## config.mk

```make
export PLATFORM = sky130hd
export DESIGN_NAME = romaji_to_kana_converter_top_flat
export DESIGN_NICKNAME = d
export VERILOG_FILES = /design/src/hdl/rtk_pkg.sv /design/src/hdl/rtk_if.sv /design/src/hdl/rtk_step.sv /design/src/hdl/romaji_to_kana_converter_top.sv /design/src/flat_wrapper.sv
export SDC_FILE = /design/constraint.sdc
export NUM_CORES = 1
export LEC_CHECK = 0
export ABC_AREA = 1
export ABC_CLOCK_PERIOD_IN_PS = 9000
export BUFFER_PORTS_ARGS = -buffer_cell sky130_fd_sc_hd__buf_2
export CAP_MARGIN = 20
export CORE_MARGIN = 8
export CORE_UTILIZATION = 60
export DETAILED_ROUTE_END_ITERATION = 7
export MAX_ROUTING_LAYER = met4
export PLACE_DENSITY = 0.78
export SLEW_MARGIN = 20
export SYNTH_ARGS = -nofsm -noshare
export SYNTH_HDL_FRONTEND = slang
export SYNTH_SLANG_ARGS = --single-unit
```

## constraint.sdc

```tcl
create_clock -name clock -period 9 [get_ports clock]
set_input_delay 1.8 -clock clock [delete_from_list [all_inputs] [get_ports clock]]
set_output_delay 1.8 -clock clock [all_outputs]
set_load 0.01 [all_outputs]
```

## src/hdl/rtk_pkg.sv

```systemverilog
// Package with the romaji table, the shared types and the lookup functions of the converter.
package rtk_pkg;

   localparam int PendingMax = 3;
   localparam int WordBytes  = PendingMax + 1;
   localparam int KanaRows   = 125;

   localparam logic [15:0] KanaSmallTsu = 16'h3063;
   localparam logic [15:0] KanaN        = 16'h3093;

   typedef enum logic {
      OP_KEY    = 1'b0,
      OP_DELETE = 1'b1
   } opcode_type;

   typedef struct packed {
      logic [31:0] sp;   // right-aligned spelling, zero bytes above it
      logic [15:0] k1;
      logic [15:0] k2;
   } kana_row_type;

   typedef struct packed {
      logic       lone_n;
      logic [1:0] count;
      logic [7:0] letter0;
      logic [7:0] letter1;
      logic [7:0] letter2;
   } state_type;

   typedef struct packed {
      logic        status_flag;
      logic [1:0]  char_count;
      logic [15:0] first_code;
      logic [15:0] second_code;
      logic [1:0]  pending_length;
   } result_type;

   localparam kana_row_type KanaTable [KanaRows] = '{
      '{"a",16'h3042,16'h0},'{"i",16'h3044,16'h0},'{"u",16'h3046,16'h0},
      '{"e",16'h3048,16'h0},'{"o",16'h304A,16'h0},
      '{"ka",16'h304B,16'h0},'{"ki",16'h304D,16'h0},'{"ku",16'h304F,16'h0},
      '{"ke",16'h3051,16'h0},'{"ko",16'h3053,16'h0},
      '{"sa",16'h3055,16'h0},'{"shi",16'h3057,16'h0},'{"si",16'h3057,16'h0},
      '{"su",16'h3059,16'h0},'{"se",16'h305B,16'h0},'{"so",16'h305D,16'h0},
      '{"ta",16'h305F,16'h0},'{"chi",16'h3061,16'h0},'{"ti",16'h3061,16'h0},
      '{"tsu",16'h3064,16'h0},'{"tu",16'h3064,16'h0},'{"te",16'h3066,16'h0},
      '{"to",16'h3068,16'h0},
      '{"na",16'h306A,16'h0},'{"ni",16'h306B,16'h0},'{"nu",16'h306C,16'h0},
      '{"ne",16'h306D,16'h0},'{"no",16'h306E,16'h0},
      '{"ha",16'h306F,16'h0},'{"hi",16'h3072,16'h0},'{"fu",16'h3075,16'h0},
      '{"hu",16'h3075,16'h0},'{"he",16'h3078,16'h0},'{"ho",16'h307B,16'h0},
      '{"ma",16'h307E,16'h0},'{"mi",16'h307F,16'h0},'{"mu",16'h3080,16'h0},
      '{"me",16'h3081,16'h0},'{"mo",16'h3082,16'h0},
      '{"ya",16'h3084,16'h0},'{"yu",16'h3086,16'h0},'{"yo",16'h3088,16'h0},
      '{"ra",16'h3089,16'h0},'{"ri",16'h308A,16'h0},'{"ru",16'h308B,16'h0},
      '{"re",16'h308C,16'h0},'{"ro",16'h308D,16'h0},
      '{"wa",16'h308F,16'h0},'{"wo",16'h3092,16'h0},'{"nn",16'h3093,16'h0},
      '{"ga",16'h304C,16'h0},'{"gi",16'h304E,16'h0},'{"gu",16'h3050,16'h0},
      '{"ge",16'h3052,16'h0},'{"go",16'h3054,16'h0},
      '{"za",16'h3056,16'h0},'{"ji",16'h3058,16'h0},'{"zi",16'h3058,16'h0},
      '{"zu",16'h305A,16'h0},'{"ze",16'h305C,16'h0},'{"zo",16'h305E,16'h0},
      '{"da",16'h3060,16'h0},'{"di",16'h3062,16'h0},'{"du",16'h3065,16'h0},
      '{"de",16'h3067,16'h0},'{"do",16'h3069,16'h0},
      '{"ba",16'h3070,16'h0},'{"bi",16'h3073,16'h0},'{"bu",16'h3076,16'h0},
      '{"be",16'h3079,16'h0},'{"bo",16'h307C,16'h0},
      '{"pa",16'h3071,16'h0},'{"pi",16'h3074,16'h0},'{"pu",16'h3077,16'h0},
      '{"pe",16'h307A,16'h0},'{"po",16'h307D,16'h0},
      '{"kya",16'h304D,16'h3083},'{"kyu",16'h304D,16'h3085},'{"kyo",16'h304D,16'h3087},
      '{"sha",16'h3057,16'h3083},'{"shu",16'h3057,16'h3085},'{"sho",16'h3057,16'h3087},
      '{"sya",16'h3057,16'h3083},'{"syu",16'h3057,16'h3085},'{"syo",16'h3057,16'h3087},
      '{"cha",16'h3061,16'h3083},'{"chu",16'h3061,16'h3085},'{"cho",16'h3061,16'h3087},
      '{"tya",16'h3061,16'h3083},'{"tyu",16'h3061,16'h3085},'{"tyo",16'h3061,16'h3087},
      '{"nya",16'h306B,16'h3083},'{"nyu",16'h306B,16'h3085},'{"nyo",16'h306B,16'h3087},
      '{"hya",16'h3072,16'h3083},'{"hyu",16'h3072,16'h3085},'{"hyo",16'h3072,16'h3087},
      '{"mya",16'h307F,16'h3083},'{"myu",16'h307F,16'h3085},'{"myo",16'h307F,16'h3087},
      '{"rya",16'h308A,16'h3083},'{"ryu",16'h308A,16'h3085},'{"ryo",16'h308A,16'h3087},
      '{"gya",16'h304E,16'h3083},'{"gyu",16'h304E,16'h3085},'{"gyo",16'h304E,16'h3087},
      '{"ja",16'h3058,16'h3083},'{"ju",16'h3058,16'h3085},'{"jo",16'h3058,16'h3087},
      '{"bya",16'h3073,16'h3083},'{"byu",16'h3073,16'h3085},'{"byo",16'h3073,16'h3087},
      '{"pya",16'h3074,16'h3083},'{"pyu",16'h3074,16'h3085},'{"pyo",16'h3074,16'h3087},
      '{"xtu",16'h3063,16'h0},'{"xtsu",16'h3063,16'h0},
      '{"xa",16'h3041,16'h0},'{"xi",16'h3043,16'h0},'{"xu",16'h3045,16'h0},
      '{"xe",16'h3047,16'h0},'{"xo",16'h3049,16'h0},
      '{"xya",16'h3083,16'h0},'{"xyu",16'h3085,16'h0},'{"xyo",16'h3087,16'h0}
   };

   // Number of letters in a right-aligned spelling.
   function automatic logic [2:0] spell_len(input logic [31:0] sp);
      logic [2:0] n;
      n = 3'd0;
      for (int b = 0; b < WordBytes; b++) begin
         if (sp[8*b +: 8] != 8'h00) begin
            n = 3'(b + 1);
         end
      end
      return n;
   endfunction

   function automatic logic is_vowel(input logic [7:0] c);
      return (c == "a") || (c == "i") || (c == "u") || (c == "e") || (c == "o");
   endfunction

   // Exact match of a right-aligned word; every row is compared in parallel.
   function automatic kana_row_type exact_lookup(input logic [31:0] word,
                                                 output logic hit);
      kana_row_type found;
      found = '0;
      hit   = 1'b0;
      for (int r = 0; r < KanaRows; r++) begin
         if (!hit && KanaTable[r].sp == word) begin
            hit   = 1'b1;
            found = KanaTable[r];
         end
      end
      return found;
   endfunction

   // True when some longer row starts with the word of length len.
   function automatic logic prefix_hit(input logic [31:0] word, input logic [2:0] len);
      logic       hit;
      logic [2:0] rlen;
      hit = 1'b0;
      for (int r = 0; r < KanaRows; r++) begin
         rlen = spell_len(KanaTable[r].sp);
         if (rlen > len && (KanaTable[r].sp >> (8 * (rlen - len))) == word) begin
            hit = 1'b1;
         end
      end
      return hit;
   endfunction

endpackage

```

## src/hdl/rtk_if.sv

```systemverilog
// Valid/ready channel interfaces for keystroke items and result items.
interface rtk_req_if;
   logic       valid;
   logic       ready;
   logic       opcode;
   logic [7:0] key_byte;

   modport source (output valid, output opcode, output key_byte, input ready);
   modport sink   (input valid, input opcode, input key_byte, output ready);
endinterface

interface rtk_rsp_if;
   logic        valid;
   logic        ready;
   logic        status_flag;
   logic [1:0]  char_count;
   logic [15:0] first_code;
   logic [15:0] second_code;
   logic [1:0]  pending_length;

   modport source (output valid, output status_flag, output char_count, output first_code,
                   output second_code, output pending_length, input ready);
   modport sink   (input valid, input status_flag, input char_count, input first_code,
                   input second_code, input pending_length, output ready);
endinterface

```

## src/hdl/rtk_step.sv

```systemverilog
// Next-state and result logic for one item against the current pending state.
module rtk_step (
   input  logic                 opcode,
   input  logic [7:0]           key_byte,
   input  rtk_pkg::state_type   cur,
   output rtk_pkg::state_type   nxt,
   output rtk_pkg::result_type  res
);

   logic [31:0]           word;
   logic [2:0]            word_len;
   logic                  exact;
   logic                  pre;
   rtk_pkg::kana_row_type row;
   logic [1:0]            dec_count;
   logic [7:0]            c;

   assign c        = key_byte;
   assign word     = ({cur.letter0, cur.letter1, cur.letter2, 8'h00}
                      >> (8 * (2'd3 - cur.count))) | {24'h0, c};
   assign word_len = {1'b0, cur.count} + 3'd1;
   assign pre      = rtk_pkg::prefix_hit(word, word_len);
   assign dec_count = cur.count - 2'd1;

   always_comb begin
      row = rtk_pkg::exact_lookup(word, exact);
   end

   always_comb begin
      nxt = cur;
      res = '0;
      if (rtk_pkg::opcode_type'(opcode) == rtk_pkg::OP_DELETE) begin
         if (cur.count != 2'd0) begin
            nxt.count = dec_count;
            case (dec_count)
               2'd0:    nxt.letter0 = 8'h00;
               2'd1:    nxt.letter1 = 8'h00;
               default: nxt.letter2 = 8'h00;
            endcase
            if (dec_count == 2'd0) begin
               nxt.lone_n = 1'b0;
            end
            res.status_flag = 1'b1;
         end
      end else if (c < "a" || c > "z") begin
         nxt = '0;
         res.status_flag = 1'b1;
         res.char_count  = 2'd1;
         case (c)
            "-":     res.first_code = 16'h30FC;
            ",":     res.first_code = 16'h3001;
            ".":     res.first_code = 16'h3002;
            "[":     res.first_code = 16'h300C;
            "]":     res.first_code = 16'h300D;
            default: res.first_code = {8'h00, c};
         endcase
      end else if (cur.lone_n && c == "n") begin
         nxt = '0;
         res.status_flag = 1'b1;
         res.char_count  = 2'd1;
         res.first_code  = rtk_pkg::KanaN;
      end else if (cur.lone_n && c != "y" && !rtk_pkg::is_vowel(c)) begin
         nxt = '0;
         nxt.letter0 = c;
         nxt.count   = 2'd1;
         res.status_flag = 1'b1;
         res.char_count  = 2'd1;
         res.first_code  = rtk_pkg::KanaN;
      end else begin
         // A vowel or y after a waiting n drops the flag and carries on matching.
         nxt.lone_n = 1'b0;
         if (cur.count == 2'd0 && c == "n") begin
            nxt.letter0 = c;
            nxt.count   = 2'd1;
            nxt.lone_n  = 1'b1;
         end else if (cur.count == 2'd1 && cur.letter0 == c && c != "n"
                      && !rtk_pkg::is_vowel(c)) begin
            res.status_flag = 1'b1;
            res.char_count  = 2'd1;
            res.first_code  = rtk_pkg::KanaSmallTsu;
         end else if (exact) begin
            nxt = '0;
            res.status_flag = 1'b1;
            res.char_count  = (row.k2 != 16'h0) ? 2'd2 : 2'd1;
            res.first_code  = row.k1;
            res.second_code = row.k2;
         end else if (cur.count != 2'd3 && pre) begin
            nxt.count   = word_len[1:0];
            nxt.letter0 = (cur.count == 2'd0) ? c : cur.letter0;
            nxt.letter1 = (cur.count == 2'd1) ? c : cur.letter1;
            nxt.letter2 = (cur.count == 2'd2) ? c : cur.letter2;
         end else begin
            nxt = '0;
            nxt.letter0 = c;
            nxt.count   = 2'd1;
         end
      end
      res.pending_length = nxt.count;
   end

endmodule

```

## src/hdl/romaji_to_kana_converter_top.sv

```systemverilog
// Top level of the romaji to kana converter: state store, step logic and result register.
// A result item appears on the rsp channel in the cycle after its key item is accepted.
// One item per cycle unless rsp stalls, set by the store's single read-modify-write.
// The store is read every cycle; the entry written in the previous cycle is forwarded.
// Reset is synchronous and active high; it empties the result register and marks the
// state store as unwritten, so the first item sees an empty buffer with no pending n.
module romaji_to_kana_converter_top (
   input  logic clock,
   input  logic reset,
   rtk_req_if.sink   req_if,
   rtk_rsp_if.source rsp_if
);

   // The pending state lives in a one-entry synchronous store. Its read data is registered,
   // so the word written on the last accepted item is held in a forward register and
   // replaces the stale read when the two collide.
   rtk_pkg::state_type state_mem [1];
   rtk_pkg::state_type rd_data_ff;
   rtk_pkg::state_type fwd_ff;
   logic               fwd_valid_ff;
   logic               written_ff;
   logic               written_in;

   rtk_pkg::state_type cur_state;
   rtk_pkg::state_type nxt_state;
   rtk_pkg::result_type step_res;

   rtk_pkg::result_type rsp_ff;
   rtk_pkg::result_type rsp_in;
   logic                rsp_valid_ff;
   logic                rsp_valid_in;
   logic                accept;

   // A new item is taken whenever the result register is empty or draining this cycle.
   assign req_if.ready = !rsp_valid_ff || rsp_if.ready;
   assign accept       = req_if.valid && req_if.ready;

   // Until the first write the store holds nothing, which reads as the reset state.
   always_comb begin
      if (!written_ff) begin
         cur_state = '0;
      end else if (fwd_valid_ff) begin
         cur_state = fwd_ff;
      end else begin
         cur_state = rd_data_ff;
      end
   end

   rtk_step u_step (
      .opcode   (req_if.opcode),
      .key_byte (req_if.key_byte),
      .cur      (cur_state),
      .nxt      (nxt_state),
      .res      (step_res)
   );

   always_ff @(posedge clock) begin
      if (accept) begin
         state_mem[0] <= nxt_state;
      end
      rd_data_ff <= state_mem[0];
      fwd_ff     <= nxt_state;
   end

   assign written_in   = written_ff || accept;
   assign rsp_valid_in = accept || (rsp_valid_ff && !rsp_if.ready);
   assign rsp_in       = accept ? step_res : rsp_ff;

   always_ff @(posedge clock) begin
      if (reset) begin
         written_ff   <= 1'b0;
         fwd_valid_ff <= 1'b0;
         rsp_valid_ff <= 1'b0;
      end else begin
         written_ff   <= written_in;
         fwd_valid_ff <= accept;
         rsp_valid_ff <= rsp_valid_in;
      end
   end

   // The result register loads the step result on an accepted item and otherwise holds
   // its item, so a stalled result stays unchanged until it is taken.
   always_ff @(posedge clock) begin
      rsp_ff <= rsp_in;
   end

   assign rsp_if.valid          = rsp_valid_ff;
   assign rsp_if.status_flag    = rsp_ff.status_flag;
   assign rsp_if.char_count     = rsp_ff.char_count;
   assign rsp_if.first_code     = rsp_ff.first_code;
   assign rsp_if.second_code    = rsp_ff.second_code;
   assign rsp_if.pending_length = rsp_ff.pending_length;

endmodule

```

## src/flat_wrapper.sv

```systemverilog
// flat-port wrapper written by rule: the top's interface ports become plain ports
module romaji_to_kana_converter_top_flat 
  (clock, reset, req_if_valid, req_if_opcode, req_if_key_byte, req_if_ready, rsp_if_valid, rsp_if_status_flag, rsp_if_char_count, rsp_if_first_code, rsp_if_second_code, rsp_if_pending_length, rsp_if_ready);
  rtk_req_if req_if_i ();
  rtk_rsp_if rsp_if_i ();
  input  logic clock;
  input  logic reset;
  input wire logic [$bits(req_if_i.valid)-1:0] req_if_valid;
  input wire logic [$bits(req_if_i.opcode)-1:0] req_if_opcode;
  input wire logic [$bits(req_if_i.key_byte)-1:0] req_if_key_byte;
  output wire logic [$bits(req_if_i.ready)-1:0] req_if_ready;
  output wire logic [$bits(rsp_if_i.valid)-1:0] rsp_if_valid;
  output wire logic [$bits(rsp_if_i.status_flag)-1:0] rsp_if_status_flag;
  output wire logic [$bits(rsp_if_i.char_count)-1:0] rsp_if_char_count;
  output wire logic [$bits(rsp_if_i.first_code)-1:0] rsp_if_first_code;
  output wire logic [$bits(rsp_if_i.second_code)-1:0] rsp_if_second_code;
  output wire logic [$bits(rsp_if_i.pending_length)-1:0] rsp_if_pending_length;
  input wire logic [$bits(rsp_if_i.ready)-1:0] rsp_if_ready;
  assign req_if_i.valid = req_if_valid;
  assign req_if_i.opcode = req_if_opcode;
  assign req_if_i.key_byte = req_if_key_byte;
  assign req_if_ready = req_if_i.ready;
  assign rsp_if_valid = rsp_if_i.valid;
  assign rsp_if_status_flag = rsp_if_i.status_flag;
  assign rsp_if_char_count = rsp_if_i.char_count;
  assign rsp_if_first_code = rsp_if_i.first_code;
  assign rsp_if_second_code = rsp_if_i.second_code;
  assign rsp_if_pending_length = rsp_if_i.pending_length;
  assign rsp_if_i.ready = rsp_if_ready;
  romaji_to_kana_converter_top u_core (.clock(clock), .reset(reset), .req_if(req_if_i), .rsp_if(rsp_if_i));
endmodule
```

## Yosys cells after proc, flatten, opt, wreduce, memory -nomap -nowiden

Memories as Yosys holds them, arrays and structs flattened. A register that Yosys moved wholly into a read port is not among the register bits.
Index checks and enable logic that the tools add are counted.

- Multiplexer cells: 407
- Bitwise logic cells: 2
- Shift-type cells: 126
- $mul: 0
- $add $sub $neg: 7
- Eq/ne operators: 268
- $lt $le $gt $ge: 6
- Divide/modulo/power cells: 0
- Reduce and logical (&&, ||, !) cells: 400

Operator list:

| operator | count |
|---|---|
| 32-bit equality test | 125 |
| 32-bit two-way mux | 124 |
| 15-bit by 32-bit equality test with 1-bit output (first input constant) | 76 |
| 15-bit by 32-bit >> shifter with 32-bit output (first input constant) | 76 |
| 23-bit by 32-bit equality test with 1-bit output (first input constant) | 43 |
| 23-bit by 32-bit >> shifter with 32-bit output (first input constant) | 43 |
| 1-bit logical AND | 259 |
| 1-bit two-way mux | 255 |
| 27-bit two-way mux | 7 |
| 7-bit by 32-bit equality test with 1-bit output (first input constant) | 5 |
| 7-bit by 32-bit >> shifter with 32-bit output (first input constant) | 5 |
| 1-bit logical NOT | 127 |
| 26-bit two-way mux | 3 |
| 19-bit two-way mux | 4 |
| 35-bit two-way mux | 2 |
| 14-bit one-hot mux with 5 select lines | 1 |
| 8-bit by 7-bit equality test with 1-bit output (second input constant) | 8 |
| 8-bit two-way mux | 6 |
| 31-bit by 32-bit equality test with 1-bit output (first input constant) | 1 |
| 16-bit two-way mux | 2 |
| 32-bit by 8-bit bitwise OR with 32-bit output | 1 |
| 31-bit by 32-bit >> shifter with 32-bit output (first input constant) | 1 |
| 32-bit by 32-bit >> shifter with 32-bit output | 1 |
| 30-bit two-way mux | 1 |
| other kinds (26) | 40 |

- Memories: 1
- Bits in registers: 67
- Word-level logic and storage cells: 1231
- Latch bits: 0
- Memory bits (writable): 27
- Memory bits (read-only): 0
- Output and inout bits: 39

Memory list:

| name | words | width | rd ports | clocked after Yosys merged registers in | wr ports | RTL line | RTL |
|---|---|---|---|---|---|---|---|
| u_core.state_mem | 1 | 27 | 1 | 1 | 1 | romaji_to_kana_converter_top.sv:17 | `rtk_pkg::state_type state_mem [1];` |

## Longest topological paths before layout

- Depth after elaboration: 388
- Depth in mapped cells: 78
- Depth with buffers taken out: 77

## Cells and area by module

From an unflattened synthesis, not the netlist that was laid out.

- Cell total of the unflattened synthesis: 2074
- Area total of the unflattened synthesis: 12480.7 µm²

By module, submodules not included:

| module | instances | area an instance (µm²) | cells each |
|---|---|---|---|
| rtk_step | 1 | 8928.6 | 1852 |
| romaji_to_kana_converter_top | 1 | 3552.2 | 222 |

## Least setup slack after synthesis

Ideal clock, no wire load.

- Path type: input -> register
- Start: in req_if_key_byte[1]
- End: reg u_core.rsp_ff (netlist bit u_core.rsp_if.second_code[1]), data pin
- Library setup time: 259 ps
- Slack: 1085 ps
- Data arrival time: 7656 ps
- Stages: 71
- Path through: clkbuf_1 > inv_2 > nand2_1 > nor2_1 > buf_6 > nand2_2 > nor2_1 > nand2_2 > nand2_1 > nand2_1 > nand2_1 > nor2_1 > nand4_1 > nor2_1 > nand4_1 > nor2_1 > nand4_1 > nor2_1 > [... 35 more ...] > nor2_1 > nand4_1 > nor2_1 > nand4_1 > nor2_1 > nand4_1 > nor2_1 > nand4_1 > nor2_1 > nand4_1 > nor2_1 > nand4_1 > nor3_2 > nand4_2 > nor2_4 > nand2_1 > nand3_1 > nor2_1

- Longest elaborated chain between the ends: 377
- Elaborated cells on any way between the ends: 649

Ends and longest elaborated chain:

| what | RTL line | RTL |
|---|---|---|
| start: declaration | flat_wrapper.sv:10 | `input wire logic [$bits(req_if_i.key_byte)-1:0] req_if_key_byte;` |
| 32-bit by 8-bit bitwise OR with 32-bit output | rtk_step.sv:20 | `>> (8 * (2'd3 - cur.count))) \| {24'h0, c};` |
| 7-bit by 32-bit equality test with 1-bit output | rtk_pkg.sv:110 | `if (!hit && KanaTable[r].sp == word) begin` |
| 1-bit two-way mux | rtk_pkg.sv:110 |  |
| 1-bit logical NOT | rtk_pkg.sv:110 |  |
| 1-bit logical AND | rtk_pkg.sv:110 |  |
| 1-bit two-way mux | rtk_pkg.sv:110 |  |
| 1-bit logical NOT | rtk_pkg.sv:110 |  |
| 1-bit logical AND | rtk_pkg.sv:110 |  |
| [... 361 more ...] | n/a |  |
| 1-bit logical NOT | rtk_pkg.sv:110 |  |
| 1-bit logical AND | rtk_pkg.sv:110 |  |
| 1-bit two-way mux | rtk_pkg.sv:110 |  |
| 1-bit logical NOT | rtk_pkg.sv:110 |  |
| 1-bit logical AND | rtk_pkg.sv:110 |  |
| 1-bit two-way mux | rtk_pkg.sv:110 |  |
| 1-bit NOT (no line) | n/a |  |
| 7-bit OR reduction (no line) | n/a |  |
| end signal: assignment | romaji_to_kana_converter_top.sv:84 | `rsp_ff <= rsp_in;` |
| end: declaration | romaji_to_kana_converter_top.sv:28 | `rtk_pkg::result_type rsp_ff;` |

Parallel ways exist; a longest one is shown, timed or not.
A chain may end at the register's enable or synchronous reset.

==> out/qor.yml <==
status:
  outcome: "complete, but fails checks"
  violations: "design-rule violations"
power:
  ir_drop_uv: 99.3
  power_density_nw_per_um2: 112
  power_mw: 1.44
  cellLeakagePower_nw: 6.47
clock_network:
  cts_hold_buffers: 0
  cts_buffer_depth: 2
  h-tree-depth: 3
  cts_root_buf: "clkbuf_16"
  numCtsBuffers: 9
  insertion_delay_ns: 0.36
  cts_num_sinks: 99
  cts_tree: "built"
  clk_pin_slew_ns: 0.07
placed_design:
  dp_hpwl_mm: 32.3
  gp_congestion: 1.20
  io_buffers: 35
synth:
  synth_seq_area_share: 0.210
  ys_async_sr_fraction: 0
  netlist_area_um2: 11400
  ys_types: 55
  synth_edf_count: 42
  avgSynthCellArea_um2: 5.65
  synthCells: 2024
  yosys_warnings: 0
  synth_flop_cell: "dfxtp_1"
  ys_ff_latch: 99
floorplan:
  rows: 50
  coreArea_um2: 18700
  die_height_um: 154
  initial_core_util: 0.612
  die_area_um2: 23700
  die-width_um: 154
  ios: 52
sta:
  tightest_slew_ns: 1.05
  slew_violations: 0
  rsz0062_at_grt: "yes"
  fmax_mhz: 116
  period_needed_ns: 8.59
  slew_headroom: 0.299
  finalSetupViolCount: 0
  min_period_over_period: 0.955
  fin_skew_ns: 0.00987
  timing.final.hold_violations: 0
finish:
  final_cell_mix: "418 x nand2_1, 384 x nor2_1, 326 x inv_1"
  nFillCells: 1683
  final_core_util: 0.685
  final_common_cell: "nand2_1"
  nets: 2098
  area_delta_synth_final_pct: 12.1
  drive_gt1_frac: 0.110
route:
  postRouteAntennaNets: 0
  routed_wl_mm: 44.2
  avgViaCountPerCell: 6.31
  drtPass1Iterations: 8
  routedWlPerCell_um: 19.0
  vias: 14626
  drcViolationCount: 16
  first_iter_violations: 2410
setup_path:
  required_ns: 9.21
  path_class: "in2reg"
  critPathArrivalTime_ns: 8.80
  end_kind: "register"
  ff2ff_setup_slack_ns: 0.53
  slowest_delay_ns: 0.18
  worstPathMaxFanout: 7
  cp_common_cell: "nand4_1"
  cp-start-kind: "input port"
  crit_slowest_cell: "clkinvlp_4"
grt:
  grt_antenna_before_repair: 1
  grt_max_degree: 37
  grt_usage: 0.354
  first_global_vias: 13014
  overflow: 0
  grt_pass1_wl_mm: 66.7
flow_run:
  drv_cap: 0
min_path:
  min_path_type: "reg2reg"
==> sequential cells by signal, indices dropped and copies added (netlist names) <==
name	flops
u_core.written_ff	1
u_core.state_mem	26
u_core.fwd_valid_ff	1
u_core.rsp_if.second_code	3
u_core.rsp_if.char_count	2
u_core.rd_data_ff	27
u_core.fwd_ff	27
u_core.rsp_if.status_flag	1
u_core.rsp_if.pending_length	1
u_core.rsp_if.first_code	9
u_core.rsp_if.valid	1
==> synth_stat cells, types with 11 or more instances <==
cell,number,area [um2]
nand2_1,435,1630
nor2_1,393,1480
inv_1,333,1250
nand3_1,143,716
nand4_1,110,688
nor3_1,74,370
o21ai_0,73,365
dfxtp_1,57,1140
xor2_1,46,403
a21oi_1,45,225
edfxtp_1,42,1260
buf_4,30,225
clkbuf_1,30,113
nor4_1,30,188
a211oi_1,22,165
nand3_2,16,160
inv_2,13,48.8
nand2_2,11,68.8
==> metal layers <==
metal | share of wire | vias up | GRT usage
li1 | - | 6704 | -
met3 | 0.15 | 320 | 0.0832
met1 | 0.38 | 6338 | 0.458
met2 | 0.40 | 1264 | 0.508
met4 | 0.066 | 0 | 0.179
met5 | 0 | - | -
==> where the power goes <==
part           switching, mW  internal, mW
registers             0.0108         0.495
clock network          0.184         0.229
logic                  0.373         0.144
==> kinds of logic (layout without fill, tap and decap cells) <==
kind of cell | Yosys count | count (layout) | share of synthesized area
compound gates | 204 | 204 | 0.110
xor+xnor | 46 | 46 | 0.0352
fa+ha+maj | 6 | 6 | 0.00656
buf+inv | 438 | 479 | 0.161
flops | 99 | 99 | 0.210
other cells | 1 | 17 | 0.000328
simple gates | 1230 | 1234 | 0.477
==> area by class of cell <==
| type | count | area [um2] | share of cell area |
|---|---|---|---|
| Sequential cell | 99 | 2410 | 0.188 |
| Multi-Input combinational cell | 1506 | 7590 | 0.592 |
| Clock inverter | 6 | 81.3 | 0.00634 |
| Timing Repair Buffer | 109 | 853 | 0.0666 |
| Inverter | 354 | 1350 | 0.105 |
| Antenna cell | 1 | 2.50 | 0.000195 |
| Tap cell | 234 | 293 | 0.0228 |
| Clock buffer | 10 | 239 | 0.0186 |
==> metrics by stage <==
step | setup WS (ns) | hold slack [ns] | setup TNS, ns | instances | cell area, um2
after global placement | 0.277 | 0.324 | 0 | 2270 | 11800
after floorplan | 1.09 | 0.323 | 0 | 2039 | 11500
after detailed placement | 0.0770 | 0.327 | 0 | 2270 | 11800
after CTS | 0.00306 | 0.342 | 0 | 2286 | 12100
after global routing | -0.490 | 0.343 | -18.60 | 2319 | 12800
final | 0.406 | 0.337 | 0 | 2319 | 12800
==> timing repair <==
action	in CTS	in global routing
endpoints found under the setup margin	0	60
resized for setup	0	96
buffers inserted	0	25
==> final timing paths <==
kind,depth (start not counted),endpoint,from
worst min register to register,0,u_core.rd_data_ff[3],u_core.state_mem[0][3]
worst max register to register,77,u_core.state_mem[0][14],u_core.fwd_valid_ff
worst min-delay path,0,u_core.rd_data_ff[3],u_core.state_mem[0][3]
worst max-delay path,73,u_core.state_mem[0][14],req_if_key_byte[7]
==> worst max-delay path, delay by kind of cell <==
kind | cells | cell delay (ns)
AND/OR/NAND/NOR | 69 | 6.44
buffers and inverters | 4 | 0.57
Note: power is estimated with default switching activity, not from simulation.
